--- src/design/fhaf_pkg.sv ---
// ----------------------------------------------------------------------------
// fhaf_pkg - frame header address filter package
// Shared types and constants for the receive frame header filter.
// ----------------------------------------------------------------------------
package fhaf_pkg;

	localparam int BYTE_W   = 8;
	localparam int LEN_W    = 12;
	localparam int PAN_W    = 16;
	localparam int LADDR_W  = 64;
	localparam int CFG_W    = 64;
	localparam int PADDR_W  = 6;
	localparam int NUM_LANE = LADDR_W / BYTE_W;

	localparam logic [PAN_W-1:0] BCAST16     = 16'hFFFF;
	localparam logic [2:0]       TYPE_BEACON = 3'd0;
	localparam logic [2:0]       TYPE_MAX    = 3'd3;
	localparam logic [1:0]       VER_2       = 2'd2;
	localparam logic [1:0]       VER_3       = 2'd3;
	localparam int               ACK_BIT     = 5;
	localparam int               FCS_BIT     = 4;

	typedef enum logic [2:0] {
		VERDICT_ACCEPT    = 3'd0,
		VERDICT_BAD_LEN   = 3'd1,
		VERDICT_BAD_TYPE  = 3'd2,
		VERDICT_BAD_VER   = 3'd3,
		VERDICT_PAN_REJ   = 3'd4,
		VERDICT_ADDR_REJ  = 3'd5
	} verdict_t;

	typedef enum logic [2:0] {
		REG_PAN_ID     = 3'd0,
		REG_SHORT_ADDR = 3'd1,
		REG_LONG_ADDR  = 3'd2,
		REG_PHY_MODE   = 3'd3,
		REG_MIN_RX     = 3'd4,
		REG_MAX_RX     = 3'd5,
		REG_STROBE     = 3'd6
	} reg_idx_t;

endpackage

--- src/design/fhaf_if.sv ---
// ----------------------------------------------------------------------------
// fhaf_if - frame filter channel interfaces
// Received byte channel and verdict channel, valid/ready handshake.
// ----------------------------------------------------------------------------
interface fhaf_rx_if;
	import fhaf_pkg::*;
	logic              valid;
	logic              ready;
	logic [BYTE_W-1:0] frame_byte;
	logic              frame_start;
	modport source (output valid, frame_byte, frame_start, input ready);
	modport sink (input valid, frame_byte, frame_start, output ready);
endinterface

interface fhaf_res_if;
	import fhaf_pkg::*;
	logic              valid;
	logic              ready;
	logic [2:0]        verdict;
	logic              ack_required;
	logic [BYTE_W-1:0] seq_number;
	logic              fcs_is_32;
	logic [LEN_W-1:0]  remaining_bytes;
	modport source (output valid, verdict, ack_required, seq_number, fcs_is_32,
		remaining_bytes, input ready);
	modport sink (input valid, verdict, ack_required, seq_number, fcs_is_32,
		remaining_bytes, output ready);
endinterface

--- src/design/frame_header_address_filter_top.sv ---
// ----------------------------------------------------------------------------
// frame_header_address_filter_top - receive frame header and address filter
// Parses PHR, frame control, sequence number and destination PAN/address
// one byte per word and issues at most one verdict word per frame.
// A verdict word is registered: valid in the cycle after its deciding byte.
// Throughput: one byte per cycle unless a verdict word waits undrained; parse
// state and result register update at the same edge; it frees as it drains.
// Reset: arst_n clears the parser to idle and loads the register defaults.
// ----------------------------------------------------------------------------
module frame_header_address_filter_top (
	input  logic                           clk,
	input  logic                           arst_n,
	fhaf_rx_if.sink                        rx,
	fhaf_res_if.source                     res,
	input  logic                           psel,
	input  logic                           penable,
	input  logic                           pwrite,
	input  logic [fhaf_pkg::PADDR_W-1:0]   paddr,
	input  logic [fhaf_pkg::CFG_W-1:0]     pwdata,
	output logic [fhaf_pkg::CFG_W-1:0]     prdata,
	output logic                           pready
);
	import fhaf_pkg::*;

	// configuration registers
	logic [PAN_W-1:0]   pan_id_q;
	logic [PAN_W-1:0]   short_addr_q;
	logic [LADDR_W-1:0] long_addr_q;
	logic               phy_mode_q;
	logic [LEN_W-1:0]   min_rx_q;
	logic [LEN_W-1:0]   max_rx_q;
	logic [2:0]         strobe_q;

	// parse state
	logic [LEN_W-1:0]   pos_q, pos_n;
	logic [LEN_W-1:0]   tot_q, tot_n;
	logic [BYTE_W-1:0]  phr_q, phr_n;
	logic [BYTE_W-1:0]  cl_q, cl_n;
	logic [BYTE_W-1:0]  ch_q, ch_n;
	logic [BYTE_W-1:0]  seq_q, seq_n;
	logic [PAN_W-1:0]   pan_q, pan_n;
	logic [LADDR_W-1:0] addr_q, addr_n;
	logic               decided_q, decided_n;

	// result register
	logic               res_valid_q;
	verdict_t           res_verdict_q;
	logic               res_ack_q;
	logic [BYTE_W-1:0]  res_seq_q;
	logic               res_fcs_q;
	logic [LEN_W-1:0]   res_rem_q;

	logic               cfg_wr;
	reg_idx_t           cfg_idx;
	logic               rx_acc;
	logic               active;
	logic               emit;
	verdict_t           vd;
	logic               supp_n;
	logic               parsed;
	logic               seq_ok;
	logic               emit_ack;
	logic [BYTE_W-1:0]  emit_seq;
	logic               emit_fcs;
	logic [LEN_W-1:0]   emit_rem;
	logic [LEN_W-1:0]   hdr;
	logic [LEN_W-1:0]   pstart;
	logic [LEN_W-1:0]   kk;
	logic [LEN_W-1:0]   jj;
	logic [10:0]        len;
	logic [LEN_W-1:0]   tot_c;

	// ---------------- APB register port ----------------
	assign pready  = 1'b1;
	assign cfg_wr  = psel & penable & pwrite & pready;
	assign cfg_idx = reg_idx_t'(paddr[PADDR_W-1:3]);

	always_ff @(posedge clk or negedge arst_n) begin
		if (!arst_n) begin
			pan_id_q     <= BCAST16;
			short_addr_q <= 16'hFFFE;
			long_addr_q  <= '0;
			phy_mode_q   <= 1'b0;
			min_rx_q     <= 12'd5;
			max_rx_q     <= 12'd128;
			strobe_q     <= 3'd4;
		end else if (cfg_wr) begin
			case (cfg_idx)
				REG_PAN_ID:     pan_id_q     <= pwdata[PAN_W-1:0];
				REG_SHORT_ADDR: short_addr_q <= pwdata[PAN_W-1:0];
				REG_LONG_ADDR:  long_addr_q  <= pwdata[LADDR_W-1:0];
				REG_PHY_MODE:   phy_mode_q   <= pwdata[0];
				REG_MIN_RX:     min_rx_q     <= pwdata[LEN_W-1:0];
				REG_MAX_RX:     max_rx_q     <= pwdata[LEN_W-1:0];
				REG_STROBE:     strobe_q     <= pwdata[2:0];
				default: ;
			endcase
		end
	end

	always_comb begin
		case (cfg_idx)
			REG_PAN_ID:     prdata = CFG_W'(pan_id_q);
			REG_SHORT_ADDR: prdata = CFG_W'(short_addr_q);
			REG_LONG_ADDR:  prdata = long_addr_q;
			REG_PHY_MODE:   prdata = CFG_W'(phy_mode_q);
			REG_MIN_RX:     prdata = CFG_W'(min_rx_q);
			REG_MAX_RX:     prdata = CFG_W'(max_rx_q);
			REG_STROBE:     prdata = CFG_W'(strobe_q);
			default:        prdata = '0;
		endcase
	end

	// ---------------- byte parser ----------------
	assign rx.ready = !res_valid_q || res.ready;
	assign rx_acc   = rx.valid && rx.ready;
	assign active   = rx.frame_start || !decided_q;
	assign hdr      = phy_mode_q ? 12'd2 : 12'd1;

	always_comb begin
		if (rx.frame_start) begin
			pos_n = '0; tot_n = '0; phr_n = '0; cl_n = '0; ch_n = '0;
			seq_n = '0; pan_n = '0; addr_n = '0; decided_n = 1'b0;
		end else begin
			pos_n = pos_q; tot_n = tot_q; phr_n = phr_q; cl_n = cl_q; ch_n = ch_q;
			seq_n = seq_q; pan_n = pan_q; addr_n = addr_q; decided_n = decided_q;
		end
		emit   = 1'b0;
		vd     = VERDICT_ACCEPT;
		len    = '0;
		tot_c  = '0;
		pstart = '0;
		kk     = '0;
		jj     = '0;
		supp_n = 1'b0;

		if (pos_n == '0 || (pos_n < hdr)) begin
			if (pos_n == '0) begin
				phr_n = rx.frame_byte;
				len   = {4'd0, rx.frame_byte[6:0]};
			end else begin
				len = {phr_n[2:0], rx.frame_byte};
			end
			tot_c = hdr + LEN_W'(len);
			if (pos_n != '0 || !phy_mode_q) begin
				tot_n = tot_c;
				if (len == '0 || tot_c < min_rx_q || tot_c > max_rx_q) begin
					emit = 1'b1;
					vd   = VERDICT_BAD_LEN;
				end
			end
		end else if (pos_n == hdr) begin
			cl_n = rx.frame_byte;
			if (rx.frame_byte[2:0] > TYPE_MAX && rx.frame_byte[2:0] != strobe_q) begin
				emit = 1'b1;
				vd   = VERDICT_BAD_TYPE;
			end
		end else if (pos_n == hdr + 12'd1) begin
			ch_n   = rx.frame_byte;
			supp_n = (ch_n[5:4] == VER_2) && ch_n[0];
			if (ch_n[5:4] == VER_3) begin
				emit = 1'b1;
				vd   = VERDICT_BAD_VER;
			end else if (supp_n && !ch_n[3]) begin
				emit = 1'b1;
				vd   = VERDICT_ACCEPT;
			end
		end else begin
			supp_n = (ch_n[5:4] == VER_2) && ch_n[0];
			if (!supp_n && pos_n == hdr + 12'd2) begin
				seq_n = rx.frame_byte;
				if (!ch_n[3]) begin
					emit = 1'b1;
					vd   = VERDICT_ACCEPT;
				end
			end else begin
				pstart = hdr + 12'd2 + (supp_n ? 12'd0 : 12'd1);
				kk     = pos_n - pstart;
				jj     = kk - 12'd2;
				if (pos_n < pstart) begin
					emit = 1'b0;
				end else if (kk == 12'd0) begin
					pan_n = {8'd0, rx.frame_byte};
				end else if (kk == 12'd1) begin
					pan_n = pan_n | {rx.frame_byte, 8'd0};
					if (pan_n == BCAST16) begin
						if (cl_n[2:0] != TYPE_BEACON) begin
							emit = 1'b1;
							vd   = VERDICT_ACCEPT;
						end
					end else if (pan_id_q != BCAST16 && pan_n != pan_id_q) begin
						emit = 1'b1;
						vd   = VERDICT_PAN_REJ;
					end
				end else begin
					for (int i = 0; i < NUM_LANE; i++) begin
						if (jj == LEN_W'(i))
							addr_n[BYTE_W*i +: BYTE_W] = addr_n[BYTE_W*i +: BYTE_W] | rx.frame_byte;
					end
					if (pan_n == BCAST16) begin
						if (jj == 12'd1) begin
							emit = 1'b1;
							vd   = (pan_id_q != BCAST16 && pan_id_q != addr_n[PAN_W-1:0])
								? VERDICT_PAN_REJ : VERDICT_ACCEPT;
						end
					end else if (ch_n[3:2] == 2'd2) begin
						if (jj == 12'd1) begin
							emit = 1'b1;
							vd   = (addr_n[PAN_W-1:0] == BCAST16 ||
								addr_n[PAN_W-1:0] == short_addr_q)
								? VERDICT_ACCEPT : VERDICT_ADDR_REJ;
						end
					end else if (jj == 12'd7) begin
						emit = 1'b1;
						vd   = (addr_n == long_addr_q) ? VERDICT_ACCEPT : VERDICT_ADDR_REJ;
					end
				end
			end
		end

		pos_n = pos_n + 12'd1;
		if (emit)
			decided_n = 1'b1;
	end

	// result fields from the updated state
	always_comb begin
		parsed   = (vd == VERDICT_ACCEPT) || (vd == VERDICT_PAN_REJ) ||
			(vd == VERDICT_ADDR_REJ);
		seq_ok   = parsed && !((ch_n[5:4] == VER_2) && ch_n[0]);
		emit_ack = seq_ok & cl_n[ACK_BIT];
		emit_seq = seq_ok ? seq_n : '0;
		emit_fcs = phy_mode_q & ~phr_n[FCS_BIT];
		emit_rem = (parsed && tot_n >= min_rx_q) ? (tot_n - min_rx_q) : '0;
	end

	always_ff @(posedge clk or negedge arst_n) begin
		if (!arst_n) begin
			pos_q     <= '0;
			tot_q     <= '0;
			phr_q     <= '0;
			cl_q      <= '0;
			ch_q      <= '0;
			seq_q     <= '0;
			pan_q     <= '0;
			addr_q    <= '0;
			decided_q <= 1'b1;
		end else if (rx_acc && active) begin
			pos_q     <= pos_n;
			tot_q     <= tot_n;
			phr_q     <= phr_n;
			cl_q      <= cl_n;
			ch_q      <= ch_n;
			seq_q     <= seq_n;
			pan_q     <= pan_n;
			addr_q    <= addr_n;
			decided_q <= decided_n;
		end
	end

	// ---------------- result register ----------------
	always_ff @(posedge clk or negedge arst_n) begin
		if (!arst_n) begin
			res_valid_q <= 1'b0;
		end else if (rx_acc && active && emit) begin
			res_valid_q <= 1'b1;
		end else if (res.ready) begin
			res_valid_q <= 1'b0;
		end
	end

	always_ff @(posedge clk) begin
		if (rx_acc && active && emit) begin
			res_verdict_q <= vd;
			res_ack_q     <= emit_ack;
			res_seq_q     <= emit_seq;
			res_fcs_q     <= emit_fcs;
			res_rem_q     <= emit_rem;
		end
	end

	assign res.valid           = res_valid_q;
	assign res.verdict         = res_verdict_q;
	assign res.ack_required    = res_ack_q;
	assign res.seq_number      = res_seq_q;
	assign res.fcs_is_32       = res_fcs_q;
	assign res.remaining_bytes = res_rem_q;

	// ---------------- assertions ----------------
	a_no_word_when_idle: assert property (@(posedge clk) disable iff (!arst_n)
		(rx_acc && !rx.frame_start && decided_q) |=> $stable(decided_q) &&
			($stable(res_valid_q) || !res_valid_q))
		else $error("byte outside a frame changed parser or result state");

	a_header_reject_fields: assert property (@(posedge clk) disable iff (!arst_n)
		(res_valid_q && (res_verdict_q == VERDICT_BAD_LEN ||
			res_verdict_q == VERDICT_BAD_TYPE || res_verdict_q == VERDICT_BAD_VER))
		|-> (!res_ack_q && res_seq_q == '0 && res_rem_q == '0))
		else $error("header reject carries parsed fields");

	a_emit_ends_frame: assert property (@(posedge clk) disable iff (!arst_n)
		(rx_acc && active && emit) |=> decided_q && res_valid_q)
		else $error("verdict issued without closing the frame");

	a_fcs_needs_sun: assert property (@(posedge clk) disable iff (!arst_n)
		(rx_acc && active && emit && !phy_mode_q) |=> !res_fcs_q)
		else $error("32-bit FCS flagged with one-byte PHR");

endmodule

--- src/flat_wrapper.sv ---
// flat-port wrapper written by rule: the top's interface ports become plain ports
module frame_header_address_filter_top_flat import fhaf_pkg::*;
  (clk, arst_n, psel, penable, pwrite, paddr, pwdata, prdata, pready, rx_valid, rx_frame_byte, rx_frame_start, rx_ready, res_valid, res_verdict, res_ack_required, res_seq_number, res_fcs_is_32, res_remaining_bytes, res_ready);
  fhaf_rx_if rx_i ();
  fhaf_res_if res_i ();
  input  logic clk;
  input  logic arst_n;
  input  logic psel;
  input  logic penable;
  input  logic pwrite;
  input  logic [fhaf_pkg::PADDR_W-1:0] paddr;
  input  logic [fhaf_pkg::CFG_W-1:0] pwdata;
  output logic [fhaf_pkg::CFG_W-1:0] prdata;
  output logic pready;
  input wire logic [$bits(rx_i.valid)-1:0] rx_valid;
  input wire logic [$bits(rx_i.frame_byte)-1:0] rx_frame_byte;
  input wire logic [$bits(rx_i.frame_start)-1:0] rx_frame_start;
  output wire logic [$bits(rx_i.ready)-1:0] rx_ready;
  output wire logic [$bits(res_i.valid)-1:0] res_valid;
  output wire logic [$bits(res_i.verdict)-1:0] res_verdict;
  output wire logic [$bits(res_i.ack_required)-1:0] res_ack_required;
  output wire logic [$bits(res_i.seq_number)-1:0] res_seq_number;
  output wire logic [$bits(res_i.fcs_is_32)-1:0] res_fcs_is_32;
  output wire logic [$bits(res_i.remaining_bytes)-1:0] res_remaining_bytes;
  input wire logic [$bits(res_i.ready)-1:0] res_ready;
  assign rx_i.valid = rx_valid;
  assign rx_i.frame_byte = rx_frame_byte;
  assign rx_i.frame_start = rx_frame_start;
  assign rx_ready = rx_i.ready;
  assign res_valid = res_i.valid;
  assign res_verdict = res_i.verdict;
  assign res_ack_required = res_i.ack_required;
  assign res_seq_number = res_i.seq_number;
  assign res_fcs_is_32 = res_i.fcs_is_32;
  assign res_remaining_bytes = res_i.remaining_bytes;
  assign res_i.ready = res_ready;
  frame_header_address_filter_top u_core (.clk(clk), .arst_n(arst_n), .rx(rx_i), .res(res_i), .psel(psel), .penable(penable), .pwrite(pwrite), .paddr(paddr), .pwdata(pwdata), .prdata(prdata), .pready(pready));
endmodule
--- config.mk ---
export PLATFORM = sky130hd
export DESIGN_NAME = frame_header_address_filter_top_flat
export DESIGN_NICKNAME = d
export VERILOG_FILES = /design/src/design/fhaf_pkg.sv /design/src/design/fhaf_if.sv /design/src/design/frame_header_address_filter_top.sv /design/src/flat_wrapper.sv
export SDC_FILE = /design/constraint.sdc
export NUM_CORES = 1
export LEC_CHECK = 0
export ABC_AREA = 1
export BUFFER_PORTS_ARGS = -buffer_cell sky130_fd_sc_hd__clkbuf_2
export CAP_MARGIN = 20
export CORE_ASPECT_RATIO = 1.25
export CORE_UTILIZATION = 27
export DETAILED_ROUTE_END_ITERATION = 12
export PLACE_DENSITY = 0.51
export SETUP_SLACK_MARGIN = 0.05
export SYNTH_ARGS = -nofsm -noshare
export SYNTH_HDL_FRONTEND = slang
export SYNTH_SLANG_ARGS = --single-unit
--- constraint.sdc ---
create_clock -name clk -period 6 [get_ports clk]
set_input_delay 0.9 -clock clk [delete_from_list [all_inputs] [get_ports clk]]
set_output_delay 0.9 -clock clk [all_outputs]
set_load 0.03 [all_outputs]
# Word level (Yosys, flattened, before mapping)
# Cells that the tools add are included.
dict set report op_classes {
  n_addsub 8
  mul 0
  n_div 0
  magnitude_cmp 6
  n_eq_ne 33
  n_shift 0
  muxes 149
  n_bitwise 14
  reduce_logical 46
}
# operator n
set ops {}
lappend ops {{two-way mux 8 bit} 79}
lappend ops {{two-way mux 64 bit} 8}
lappend ops {{one-hot mux 64 bit (7 select lines)} 1}
lappend ops {{two-way mux 16 bit} 8}
lappend ops {{equality test 64 bit} 1}
lappend ops {{bitwise OR 8 bit} 8}
lappend ops {{two-way mux 3 bit} 18}
lappend ops {{equality test 12 x 3 -> 1 bit (second input constant)} 4}
lappend ops {{equality test 16 bit (second input constant)} 3}
lappend ops {{two-way mux 12 bit} 4}
lappend ops {{equality test 12 bit} 3}
lappend ops {{zero test 12 bit} 3}
lappend ops {{less-than comparator 12 bit} 3}
lappend ops {{!= test 16 bit} 2}
lappend ops {{two-way mux 1 bit} 26}
lappend ops {{adder 12 x 1 -> 12 bit (second input constant)} 2}
lappend ops {{equality test 12 x 1 -> 1 bit (second input constant)} 2}
lappend ops {{equality test 12 x 2 -> 1 bit (second input constant)} 2}
lappend ops {{subtractor 12 bit} 2}
lappend ops {{two-way mux 11 bit} 2}
lappend ops {{equality test 16 bit} 1}
lappend ops {{!= test 16 bit (second input constant)} 1}
lappend ops {{bitwise OR 16 bit} 1}
lappend ops {{AND reduction 2 bit} 8}
lappend ops {{other kinds (23)} 64}
dict set report word_totals {
  regBits 287
  latch_bits 0
  mem_bits_rw 0
  romBits 0
  out_inout_bits 92
  word_cells 278
  memories 0
}

# Longest topological paths before layout
# Gate-level depths: netlist of the first run.
dict set report logic_depth {
  ltp_word 34
  mapped_depth 36
  depth_no_buf 34
}

# Worst setup path after synthesis of the first run
# No wires, ideal clock.
dict set report synth_timing {
  kind {input port to flip-flop}
  start {input rx_frame_start}
  end {register u_core.res_rem_q[0], in the netlist u_core.res.remaining_bytes[0] (data pin)}
  arrival_ns 5.328
  t_required_ns 5.735
  slack_ns 0.407
  stages 32
  cell_sequence {buf_2 buf_1 clkbuf_1 nor2_1 inv_1 ha_1 nor2_1 nor2_1 o21ai_0 nor2_1 inv_1 a21oi_1 clkinv_1 nand3_1 o21ai_0 inv_1 ha_1 inv_1 fa_1 nand3_1 nand2_1 nand3_1 nand2_1 nand3_1 nand2_1 a21oi_1 o21bai_1 a221oi_1 nor2_1 o21ai_0 clkbuf_1 nor2_1}
}
dict set report synth_between {
  elab_chain_len 33
  elab_cells_between_ends 154
}
# element line_no
set synth_lines {}
lappend synth_lines {{start, declared} flat_wrapper.sv:17} ;# input wire logic [$bits(rx_i.frame_start)-1:0] rx_frame_start;
lappend synth_lines {{two-way mux 8 bit} frame_header_address_filter_top.sv:121} ;# if (rx.frame_start) begin
lappend synth_lines {{equality test 2 bit} frame_header_address_filter_top.sv:169} ;# supp_n = (ch_n[5:4] == VER_2) && ch_n[0];
lappend synth_lines {{logical AND 1 bit} frame_header_address_filter_top.sv:169}
lappend synth_lines {{two-way mux 1 bit} frame_header_address_filter_top.sv:177} ;# pstart = hdr + 12'd2 + (supp_n ? 12'd0 : 12'd1);
lappend synth_lines {{adder 12 bit} frame_header_address_filter_top.sv:177}
lappend synth_lines {{subtractor 12 bit} frame_header_address_filter_top.sv:178} ;# kk = pos_n - pstart;
lappend synth_lines {{subtractor 12 x 2 -> 12 bit} frame_header_address_filter_top.sv:179} ;# jj = kk - 12'd2;
lappend synth_lines {{equality test 12 x 1 -> 1 bit or zero test 12 bit (tied branches)} {frame_header_address_filter_top.sv:197, frame_header_address_filter_top.sv:201, frame_header_address_filter_top.sv:207}}
lappend synth_lines {{[16 not listed]} n/a}
lappend synth_lines {{two-way mux 3 bit} frame_header_address_filter_top.sv:180} ;# if (pos_n < pstart) begin
lappend synth_lines {{two-way mux 3 bit} frame_header_address_filter_top.sv:170} ;# if (!supp_n && pos_n == hdr + 12'd2) begin
lappend synth_lines {{two-way mux 3 bit} frame_header_address_filter_top.sv:158} ;# end else if (pos_n == hdr + 12'd1) begin
lappend synth_lines {{two-way mux 3 bit} frame_header_address_filter_top.sv:152} ;# end else if (pos_n == hdr) begin
lappend synth_lines {{two-way mux 3 bit} frame_header_address_filter_top.sv:137} ;# if (pos_n == '0 || (pos_n < hdr)) begin
lappend synth_lines {{equality test 3 bit or zero test 3 bit (tied branches)} frame_header_address_filter_top.sv:228} ;# parsed = (vd == VERDICT_ACCEPT) || (vd == VERDICT_PAN_REJ) ||
lappend synth_lines {{logical OR 1 bit (2 in a row)} frame_header_address_filter_top.sv:228}
lappend synth_lines {{logical AND 1 bit} frame_header_address_filter_top.sv:234} ;# emit_rem = (parsed && tot_n >= min_rx_q) ? (tot_n - min_rx_q) : '0;
lappend synth_lines {{end signal, assigned} frame_header_address_filter_top.sv:278} ;# res_rem_q <= emit_rem;
lappend synth_lines {{end, declared} frame_header_address_filter_top.sv:51} ;# logic [LEN_W-1:0] res_rem_q;
# Several ways; a longest one is shown, not always the timed one. The select of a mux whose other input is x is not followed.
# A chain may end at the register's enable or synchronous reset.

# Worst setup path in the final report of the first run
dict set report layout_timing {
  start {input rx_frame_start}
  end {register u_core.res_verdict_q[2], in the netlist u_core.res.verdict[2] (data pin)}
}
dict set report layout_between {
  elab_chain_len 29
  elab_cells_between_ends 130
}
# element line_no
set layout_lines {}
lappend layout_lines {{two-way mux 8 bit} frame_header_address_filter_top.sv:121}
lappend layout_lines {{equality test 2 bit} frame_header_address_filter_top.sv:169}
lappend layout_lines {{logical AND 1 bit} frame_header_address_filter_top.sv:169}
lappend layout_lines {{two-way mux 1 bit} frame_header_address_filter_top.sv:177}
lappend layout_lines {{adder 12 bit} frame_header_address_filter_top.sv:177}
lappend layout_lines {{subtractor 12 bit} frame_header_address_filter_top.sv:178}
lappend layout_lines {{subtractor 12 x 2 -> 12 bit} frame_header_address_filter_top.sv:179}
lappend layout_lines {{equality test 12 x 1 -> 1 bit or zero test 12 bit (tied branches)} {frame_header_address_filter_top.sv:197, frame_header_address_filter_top.sv:201, frame_header_address_filter_top.sv:207}}
lappend layout_lines {{[14 not listed]} n/a}
lappend layout_lines {{two-way mux 3 bit} frame_header_address_filter_top.sv:184} ;# end else if (kk == 12'd1) begin
lappend layout_lines {{two-way mux 3 bit} frame_header_address_filter_top.sv:182} ;# end else if (kk == 12'd0) begin
lappend layout_lines {{two-way mux 3 bit} frame_header_address_filter_top.sv:180}
lappend layout_lines {{two-way mux 3 bit} frame_header_address_filter_top.sv:170}
lappend layout_lines {{two-way mux 3 bit} frame_header_address_filter_top.sv:158}
lappend layout_lines {{two-way mux 3 bit} frame_header_address_filter_top.sv:152}
lappend layout_lines {{two-way mux 3 bit (*)} frame_header_address_filter_top.sv:137}
lappend layout_lines {{via u_core.vd[2]} frame_header_address_filter_top.sv:58} ;# verdict_t vd;
lappend layout_lines {{end signal, assigned} frame_header_address_filter_top.sv:274} ;# res_verdict_q <= vd;
lappend layout_lines {{end, declared} frame_header_address_filter_top.sv:47} ;# verdict_t res_verdict_q;
# The timed path passes the listed nets; every way through them passes the cells marked *. The select of a mux whose other input is x is not followed.

==> run_summary.xml, run 1 <==
<?xml version="1.0" encoding="UTF-8"?>
<metrics>
  <group name="outcome">
    <metric name="status" unit="">finished, final reports clean</metric>
  </group>
  <group name="cells_and_area">
    <metric name="num_antenna_cells" unit="">0</metric>
    <metric name="layoutNonFillerInstCount" unit="">3453</metric>
    <metric name="design_area" unit="sq um">20600</metric>
    <metric name="syn_to_final_growth" unit="%">17.8</metric>
    <metric name="final_core_utilization" unit="%">32.4</metric>
    <metric name="drive_gt1_share" unit="%">12.9</metric>
    <metric name="fin_nets" unit="">2722</metric>
    <metric name="fillerInstances" unit="">6801</metric>
  </group>
  <group name="yosys">
    <metric name="postSynth.topFlopCell" unit="">dfrtp_1</metric>
    <metric name="yosys_register_bits" unit="">276</metric>
    <metric name="synth_top_family_by_area" unit="">simple AND/OR/NAND/NOR gates</metric>
    <metric name="synth.yosys.seq_area_share" unit="%">40.6</metric>
    <metric name="yosys.cell_types.count" unit="">49</metric>
    <metric name="synth.mux.area_fraction" unit="%">0</metric>
    <metric name="synth_edf_count" unit="">25</metric>
    <metric name="synth_compound_gate_area_share" unit="%">15.4</metric>
    <metric name="synth_area_per_cell" unit="sq um">7.19</metric>
    <metric name="synthAdderAreaFrac" unit="%">3.71</metric>
    <metric name="netlist_instances" unit="">2428</metric>
    <metric name="mappedNetlistNets" unit="">2564</metric>
    <metric name="synth_simple_gate_area_share" unit="%">26.3</metric>
    <metric name="post_synth_instance_area" unit="sq um">17500</metric>
    <metric name="synth_async_sr_flop_share" unit="%">90.9</metric>
    <metric name="post_synth_xor_area_fraction" unit="%">3.41</metric>
    <metric name="synthesis.yosys.warnings" unit="">0</metric>
  </group>
  <group name="route">
    <metric name="via_count" unit="">16800</metric>
    <metric name="detailedRoute.firstPassIterationCount" unit="">5</metric>
    <metric name="ant_nets" unit="">0</metric>
    <metric name="drt-wirelength-per-cell" unit="um">17.4</metric>
    <metric name="vias_per_cell" unit="">4.87</metric>
    <metric name="sum_of_routed_wire_length_over_all_layers" unit="mm">60.0</metric>
    <metric name="detailedRoute.firstIterationViolations" unit="">1181</metric>
    <metric name="drc_errors" unit="">0</metric>
  </group>
  <group name="global_route">
    <metric name="grtUsageTotal" unit="%">18.2</metric>
    <metric name="global_route.overflow_total" unit="">0</metric>
    <metric name="grt_start_max_net_pins" unit="">93</metric>
    <metric name="grt_pass1_wl" unit="mm">93.7</metric>
    <metric name="antenna_violations_before_repair" unit="">0</metric>
    <metric name="grt_pass1_vias" unit="">16400</metric>
  </group>
  <group name="power">
    <metric name="power_report.internal_total" unit="mW">4.28</metric>
    <metric name="peakVddDrop" unit="mV">0.168</metric>
    <metric name="power.share.clock" unit="%">32.0</metric>
    <metric name="share_comb_of_total_power" unit="%">32.2</metric>
    <metric name="power.density_cell_area" unit="nW/um^2">333</metric>
    <metric name="power.sequential.fraction" unit="%">35.8</metric>
    <metric name="power_leakage" unit="nW">9.94</metric>
    <metric name="netSwitchingFraction" unit="%">37.5</metric>
    <metric name="p_sw" unit="mW">2.57</metric>
    <metric name="overall_power" unit="mW">6.86</metric>
  </group>
  <group name="run">
    <metric name="drv_cap" unit="">0</metric>
  </group>
  <group name="clocking">
    <metric name="cts_num_sinks" unit="">276</metric>
    <metric name="clock_transition_at_the_register_clock_pins_on_the_worst_setup_and_hold_paths_after_cts" unit="ns">0.05</metric>
    <metric name="post-cts-setup-buffer-count" unit="">0</metric>
    <metric name="clk_path_buf_depth" unit="">3</metric>
    <metric name="cts-resized-gates" unit="">0</metric>
    <metric name="tritoncts.num_buffers" unit="">35</metric>
    <metric name="cts.root.buffer_cell" unit="">clkbuf_16</metric>
    <metric name="tritoncts" unit="">done</metric>
    <metric name="insertion_delay" unit="ns">0.57</metric>
    <metric name="htreeDepth" unit="">2</metric>
    <metric name="post_cts_hold_buffer_count" unit="">0</metric>
  </group>
  <group name="critical_path">
    <metric name="path_buf_inv" unit="">6</metric>
    <metric name="endpoint_kind" unit="">register</metric>
    <metric name="critical_path.most_common_cell" unit="">nand2_1</metric>
    <metric name="timing_worst_setup_path_type" unit="">primary input to register</metric>
    <metric name="timing.critical_path.arrival" unit="ns">5.36</metric>
    <metric name="slowest_delay" unit="ns">0.45</metric>
    <metric name="critical-path-top-delay-family" unit="">simple AND/OR/NAND/NOR gates</metric>
    <metric name="crit_path_max_fanout" unit="">48</metric>
    <metric name="critical_path_startpoint_category" unit="">primary input</metric>
    <metric name="critPathRequiredTime" unit="ns">6.26</metric>
    <metric name="master_of_the_slowest_instance_on_the_critical_path" unit="">fa_1</metric>
  </group>
  <group name="worst_hold_path">
    <metric name="type_of_the_most_critical_hold_path" unit="">primary input to asynchronous set/reset pin</metric>
  </group>
  <group name="timing">
    <metric name="setup_ws" unit="ns">0.896</metric>
    <metric name="finalHoldViolCount" unit="">0</metric>
    <metric name="final_min_period_over_clock_period" unit="%">85.1</metric>
    <metric name="report.final.slew_viol_count" unit="">0</metric>
    <metric name="setup_viol" unit="">0</metric>
    <metric name="timing.clock.skew" unit="ns">0.0461</metric>
    <metric name="fin_setup_tns" unit="ns">0</metric>
    <metric name="timing.slew.headroom" unit="%">26.8</metric>
    <metric name="tightestPinTransition" unit="ns">1.10</metric>
    <metric name="finalHoldWorstSlack" unit="ns">0.338</metric>
    <metric name="finalCriticalPeriod" unit="ns">5.10</metric>
    <metric name="rsz_0062_raised_after_global_routing" unit="">false</metric>
    <metric name="timing.fmax" unit="MHz">196</metric>
  </group>
  <group name="floorplan">
    <metric name="dieArea" unit="sq um">65700</metric>
    <metric name="floorplan.io_pins" unit="">178</metric>
    <metric name="horizontal_die_dimension" unit="um">229</metric>
    <metric name="floorplan.die.height" unit="um">286</metric>
    <metric name="row_count" unit="">103</metric>
    <metric name="core_area" unit="sq um">63500</metric>
    <metric name="initial_utilization" unit="%">27.5</metric>
  </group>
  <group name="placed_design">
    <metric name="dpl_cell_area" unit="sq um">19400</metric>
    <metric name="detailedPlace.worstSlack" unit="ns">0.341</metric>
    <metric name="io_buffer_count" unit="">173</metric>
    <metric name="finalWeightedCongestion" unit="">0.886</metric>
    <metric name="dp.final_hpwl" unit="mm">43.9</metric>
    <metric name="place.detailed.instances" unit="">3389</metric>
  </group>
</metrics>
==> final cells by class <==
| cell class | count | area (sq um) | share of cell area [%] |
|---|---|---|---|
| Multi-Input combinational cell | 1672 | 8530 | 41.5 |
| Timing Repair Buffer | 225 | 1320 | 6.40 |
| Tap cell | 840 | 1050 | 5.11 |
| Sequential cell | 276 | 7080 | 34.4 |
| Clock inverter | 13 | 159 | 0.773 |
| Inverter | 376 | 1410 | 6.88 |
| Clock buffer | 51 | 1010 | 4.90 |
==> kinds of logic after synthesis <==
| kind of cell | after synthesis |
|---|---|
| simple gates | 1090 |
| fa+ha+maj | 50 |
| buf+inv | 480 |
| xor+xnor | 68 |
| compound gates | 463 |
| other cells | 1 |
| flops | 276 |
==> synthesized netlist by cell type, types with 8 or more instances <==
cell type | instances | area (sq um)
nor2_1 | 334 | 1250
xor2_1 | 50 | 438
buf_1 | 13 | 48.8
o21ai_0 | 217 | 1090
dfstp_2 | 36 | 946
xnor2_1 | 18 | 158
buf_2 | 9 | 45.0
a21oi_1 | 93 | 465
ha_1 | 47 | 588
nand4_1 | 89 | 557
o211ai_1 | 55 | 413
o221ai_1 | 8 | 70.1
nor3_1 | 12 | 60.1
a31oi_1 | 14 | 87.6
dfrtp_1 | 215 | 5380
clkbuf_1 | 75 | 282
o22ai_1 | 25 | 156
a221oi_1 | 12 | 105
nor4_1 | 14 | 87.6
inv_1 | 369 | 1390
nand2_1 | 501 | 1880
nand3_1 | 119 | 596
a22o_1 | 9 | 78.8
edfxtp_1 | 25 | 751
==> path summary, 6_finish.rpt <==
check / from / to / slack (ns) / cells past startpoint
max: rx_frame_start / u_core.res.verdict[2] / 0.90 / 33
min: arst_n / u_core.seq_q[1] / 0.34 / 1
max reg2reg: u_core.ch_q[5] / u_core.res.verdict[2] / 1.11 / 33
min reg2reg: u_core.min_rx_q[5] / u_core.min_rx_q[5] / 0.49 / 2
max in group asynchronous: arst_n / u_core.addr_q[10] / 4.32 / 2
min in group clk: u_core.min_rx_q[5] / u_core.min_rx_q[5] / 0.49 / 2
==> power groups by stage <==
stage                     combinational (mW)  sequential, mW  clock [mW]
final                                   2.21            2.46        2.19
after global routing                    2.49            2.49        2.33
after CTS                               2.22            2.46        2.27
after detailed placement                2.21            2.49           0
after global placement                  2.18            2.48           0
after floorplan                         1.39            2.54           0
==> state kept, by name (all words and copies together) (netlist names), 5 cells and up <==
register                    count
u_core.pan_id_q                16
u_core.res.seq_number           8
u_core.res.remaining_bytes     12
u_core.min_rx_q                12
u_core.ch_q                     5
u_core.pos_q                   12
u_core.pan_q                   16
u_core.short_addr_q            16
u_core.long_addr_q             64
u_core.seq_q                    8
u_core.tot_q                   12
u_core.max_rx_q                12
u_core.addr_q                  64
==> cells in the final DEF, fill, tap and decap left out, types with 36 or more instances in the layout <==
cell,n
dfrtp_1,215
o21ai_0,217
clkbuf_2,171
ha_1,47
clkbuf_16,36
buf_4,48
nor2_1,334
nand3_1,119
xor2_1,50
nand4_1,89
o211ai_1,55
a21oi_1,93
inv_1,369
dfstp_2,36
nand2_1,500
==> metal layers <==
layer / track usage (%) / wire length [um]
met2: 30.9 / 28800
met1: 23.6 / 26600
met4: 6.68 / 1970
met5: 0 / 0
met3: 2.31 / 2660
Power figures use the tool's default switching activity.
==> inputs of run 2 (changes only) <==
--- a/config.mk
+++ b/config.mk
@@ -10,9 +10,11 @@
 export CAP_MARGIN = 20
 export CORE_ASPECT_RATIO = 1.25
 export CORE_UTILIZATION = 27
+export CTS_CLUSTER_DIAMETER = 30
 export DETAILED_ROUTE_END_ITERATION = 12
 export PLACE_DENSITY = 0.51
 export SETUP_SLACK_MARGIN = 0.05
 export SYNTH_ARGS = -nofsm -noshare
 export SYNTH_HDL_FRONTEND = slang
 export SYNTH_SLANG_ARGS = --single-unit
+export TNS_END_PERCENT = 10
==> constraint.sdc (replaced) <==
create_clock -name clk -period 6 [get_ports clk]
set_input_delay 0.6 -clock clk [delete_from_list [all_inputs] [get_ports clk]]
set_output_delay 0.6 -clock clk [all_outputs]
set_load 0.03 [all_outputs]
==> run 2 against run 1 <==
Effect of this change: power rose by 29%; clock skew fell by 0.013 ns; critical path depth rose by 2; routed wire length rose by 0.48%; utilization rose by 2.3 points; non-clock buffer count fell by 12; final area rose by 7.1%.
==> run_summary.xml, run 2 (synthesized netlist as in run 1, its figures left out) <==
<?xml version="1.0" encoding="UTF-8"?>
<metrics>
  <group name="placed_design">
    <metric name="finalWeightedCongestion" unit="">0.896</metric>
    <metric name="dp.final_hpwl" unit="mm">42.9</metric>
    <metric name="dpl_cell_area" unit="sq um">19300</metric>
    <metric name="io_buffer_count" unit="">173</metric>
  </group>
  <group name="critical_path">
    <metric name="slowest_delay" unit="ns">0.46</metric>
    <metric name="timing_worst_setup_path_type" unit="">register to register</metric>
    <metric name="master_of_the_slowest_instance_on_the_critical_path" unit="">fa_1</metric>
    <metric name="critical_path.most_common_cell" unit="">nand2_1</metric>
    <metric name="timing.critical_path.arrival" unit="ns">5.33</metric>
    <metric name="critPathRequiredTime" unit="ns">6.38</metric>
    <metric name="critical_path_startpoint_category" unit="">register</metric>
    <metric name="endpoint_kind" unit="">register</metric>
    <metric name="crit_path_max_fanout" unit="">68</metric>
  </group>
  <group name="floorplan">
    <metric name="floorplan.io_pins" unit="">178</metric>
    <metric name="initial_utilization" unit="%">27.5</metric>
    <metric name="dieArea" unit="sq um">65700</metric>
    <metric name="row_count" unit="">103</metric>
    <metric name="floorplan.die.height" unit="um">286</metric>
    <metric name="core_area" unit="sq um">63500</metric>
    <metric name="horizontal_die_dimension" unit="um">229</metric>
  </group>
  <group name="route">
    <metric name="via_count" unit="">17200</metric>
    <metric name="detailedRoute.firstIterationViolations" unit="">1339</metric>
    <metric name="vias_per_cell" unit="">4.88</metric>
    <metric name="sum_of_routed_wire_length_over_all_layers" unit="mm">60.3</metric>
    <metric name="drt-wirelength-per-cell" unit="um">17.1</metric>
    <metric name="drc_errors" unit="">0</metric>
    <metric name="ant_nets" unit="">0</metric>
    <metric name="detailedRoute.firstPassIterationCount" unit="">5</metric>
  </group>
  <group name="cells_and_area">
    <metric name="syn_to_final_growth" unit="%">26.1</metric>
    <metric name="drive_gt1_share" unit="%">15.2</metric>
    <metric name="num_antenna_cells" unit="">0</metric>
    <metric name="final_common_cell" unit="">nand2_1</metric>
    <metric name="design_area" unit="sq um">22000</metric>
    <metric name="largestRegisters" unit="">u_core.addr_q (64), u_core.long_addr_q (64)</metric>
    <metric name="commonest_non_fill_non_tap_cells_in_the_layout" unit="">500 x nand2_1, 369 x inv_1, 334 x nor2_1</metric>
    <metric name="fin_nets" unit="">2752</metric>
  </group>
  <group name="clocking">
    <metric name="clock_transition_at_the_register_clock_pins_on_the_worst_setup_and_hold_paths_after_cts" unit="ns">0.05</metric>
    <metric name="clk_path_buf_depth" unit="">3</metric>
    <metric name="htreeDepth" unit="">3</metric>
    <metric name="post_cts_hold_buffer_count" unit="">0</metric>
    <metric name="tritoncts" unit="">done</metric>
    <metric name="insertion_delay" unit="ns">0.60</metric>
    <metric name="cts-resized-gates" unit="">0</metric>
    <metric name="cts_num_sinks" unit="">276</metric>
    <metric name="post-cts-setup-buffer-count" unit="">0</metric>
    <metric name="cts.root.buffer_cell" unit="">clkbuf_16</metric>
    <metric name="tritoncts.num_buffers" unit="">77</metric>
  </group>
  <group name="timing">
    <metric name="finalCriticalPeriod" unit="ns">4.95</metric>
    <metric name="timing.fmax" unit="MHz">202</metric>
    <metric name="fin_setup_tns" unit="ns">0</metric>
    <metric name="setup_viol" unit="">0</metric>
    <metric name="finalHoldViolCount" unit="">0</metric>
    <metric name="report.final.slew_viol_count" unit="">0</metric>
    <metric name="final_min_period_over_clock_period" unit="%">82.5</metric>
    <metric name="timing.slew.headroom" unit="%">26.5</metric>
    <metric name="timing.clock.skew" unit="ns">0.0328</metric>
    <metric name="finalHoldWorstSlack" unit="ns">0.0484</metric>
    <metric name="rsz_0062_raised_after_global_routing" unit="">false</metric>
    <metric name="tightestPinTransition" unit="ns">1.10</metric>
  </group>
  <group name="run">
    <metric name="drv_cap" unit="">0</metric>
  </group>
  <group name="power">
    <metric name="power.sequential.fraction" unit="%">27.8</metric>
    <metric name="power_leakage" unit="nW">10.6</metric>
    <metric name="power_report.internal_total" unit="mW">5.93</metric>
    <metric name="p_sw" unit="mW">2.92</metric>
    <metric name="power.share.clock" unit="%">47.7</metric>
    <metric name="share_comb_of_total_power" unit="%">24.4</metric>
    <metric name="peakVddDrop" unit="mV">0.149</metric>
    <metric name="netSwitchingFraction" unit="%">33.0</metric>
    <metric name="power.density_cell_area" unit="nW/um^2">402</metric>
  </group>
  <group name="global_route">
    <metric name="antenna_violations_before_repair" unit="">0</metric>
    <metric name="grt_pass1_wl" unit="mm">93.7</metric>
    <metric name="grtUsageTotal" unit="%">18.2</metric>
    <metric name="global_route.overflow_total" unit="">0</metric>
    <metric name="grt_pass1_vias" unit="">16800</metric>
    <metric name="grt_start_max_net_pins" unit="">150</metric>
  </group>
  <group name="worst_hold_path">
    <metric name="type_of_the_most_critical_hold_path" unit="">primary input to asynchronous set/reset pin</metric>
  </group>
  <group name="outcome">
    <metric name="status" unit="">finished, final reports clean</metric>
  </group>
</metrics>
run 2: changes by cell type in the layout (fill, tap and decap cells not counted), moves of 5 or more:
cell	before	now
buf_4	48	36
bufinv_16	3	9
clkbuf_1	10	4
clkbuf_16	36	80
clkbuf_8	5	14
clkinv_2	7	19
clkinvlp_4	0	5
run 2: final timing paths:
path,start,endpoint,slack (ns),cells after the start
setup / recovery,u_core.ch_q[5],u_core.res.verdict[2],1.05,35
max in group asynchronous,arst_n,u_core.addr_q[58],4.59,2
hold / removal,arst_n,u_core.cl_q[5],0.05,1
hold reg to reg,u_core.tot_q[2],u_core.tot_q[2],0.48,2
setup reg to reg,u_core.ch_q[5],u_core.res.verdict[2],1.05,35
min in group clk,pwdata[7],u_core.max_rx_q[7],0.23,3
run 2: metal layers:
| metal | global-route usage (%) | share of wire, % | vias to the layer above |
|---|---|---|---|
| li1 | - | - | 8373 |
| met3 | 2.42 | 4.5 | 113 |
| met1 | 23.2 | 44 | 8157 |
| met4 | 7.73 | 3.1 | 0 |
| met2 | 30.9 | 48 | 509 |
| met5 | 0 | 0 | - |
run 2: worst max-delay path, delay by kind of cell (launching register included):
kind            cells  cell delay, ns
compound gates      1            0.24
fa+ha+maj           3            0.83
buf+inv             5            0.57
flops               1            0.31
simple gates       26            2.77
run 2: area by class of cell:
cell class	count	area (sq um)
inverters	376	1410
flip-flops and latches	276	7080
clock inverters	43	497
well taps	840	1050
clock buffers	98	2210
multi-input cells	1672	8530
repair buffers	213	1230
fillers	6663	41500
run 2: power groups by stage:
stage / combinational, mW / sequential, mW / clock, mW
2_1_floorplan: 1.39 / 2.54 / 0
3_3_place_gp: 2.14 / 2.48 / 0
3_5_place_dp: 2.17 / 2.49 / 0
4_1_cts: 2.18 / 2.46 / 4.31
5_1_grt: 2.43 / 2.50 / 4.40
6_report: 2.16 / 2.46 / 4.23
run 2: through the flow:
step | utilization, % | power, mW | worst slack [ns] | std cells
final | 34.6 | 8.85 | 1.05 | 3518
after global routing | 34.6 | 9.33 | 0.500 | 3518
after CTS | 34.6 | 8.95 | 1.01 | 3518
after detailed placement | 30.4 | 4.66 | 0.530 | 3377
after global placement | 30.4 | 4.62 | 0.556 | 3377
after floorplan | - | 3.93 | 0.707 | 2428
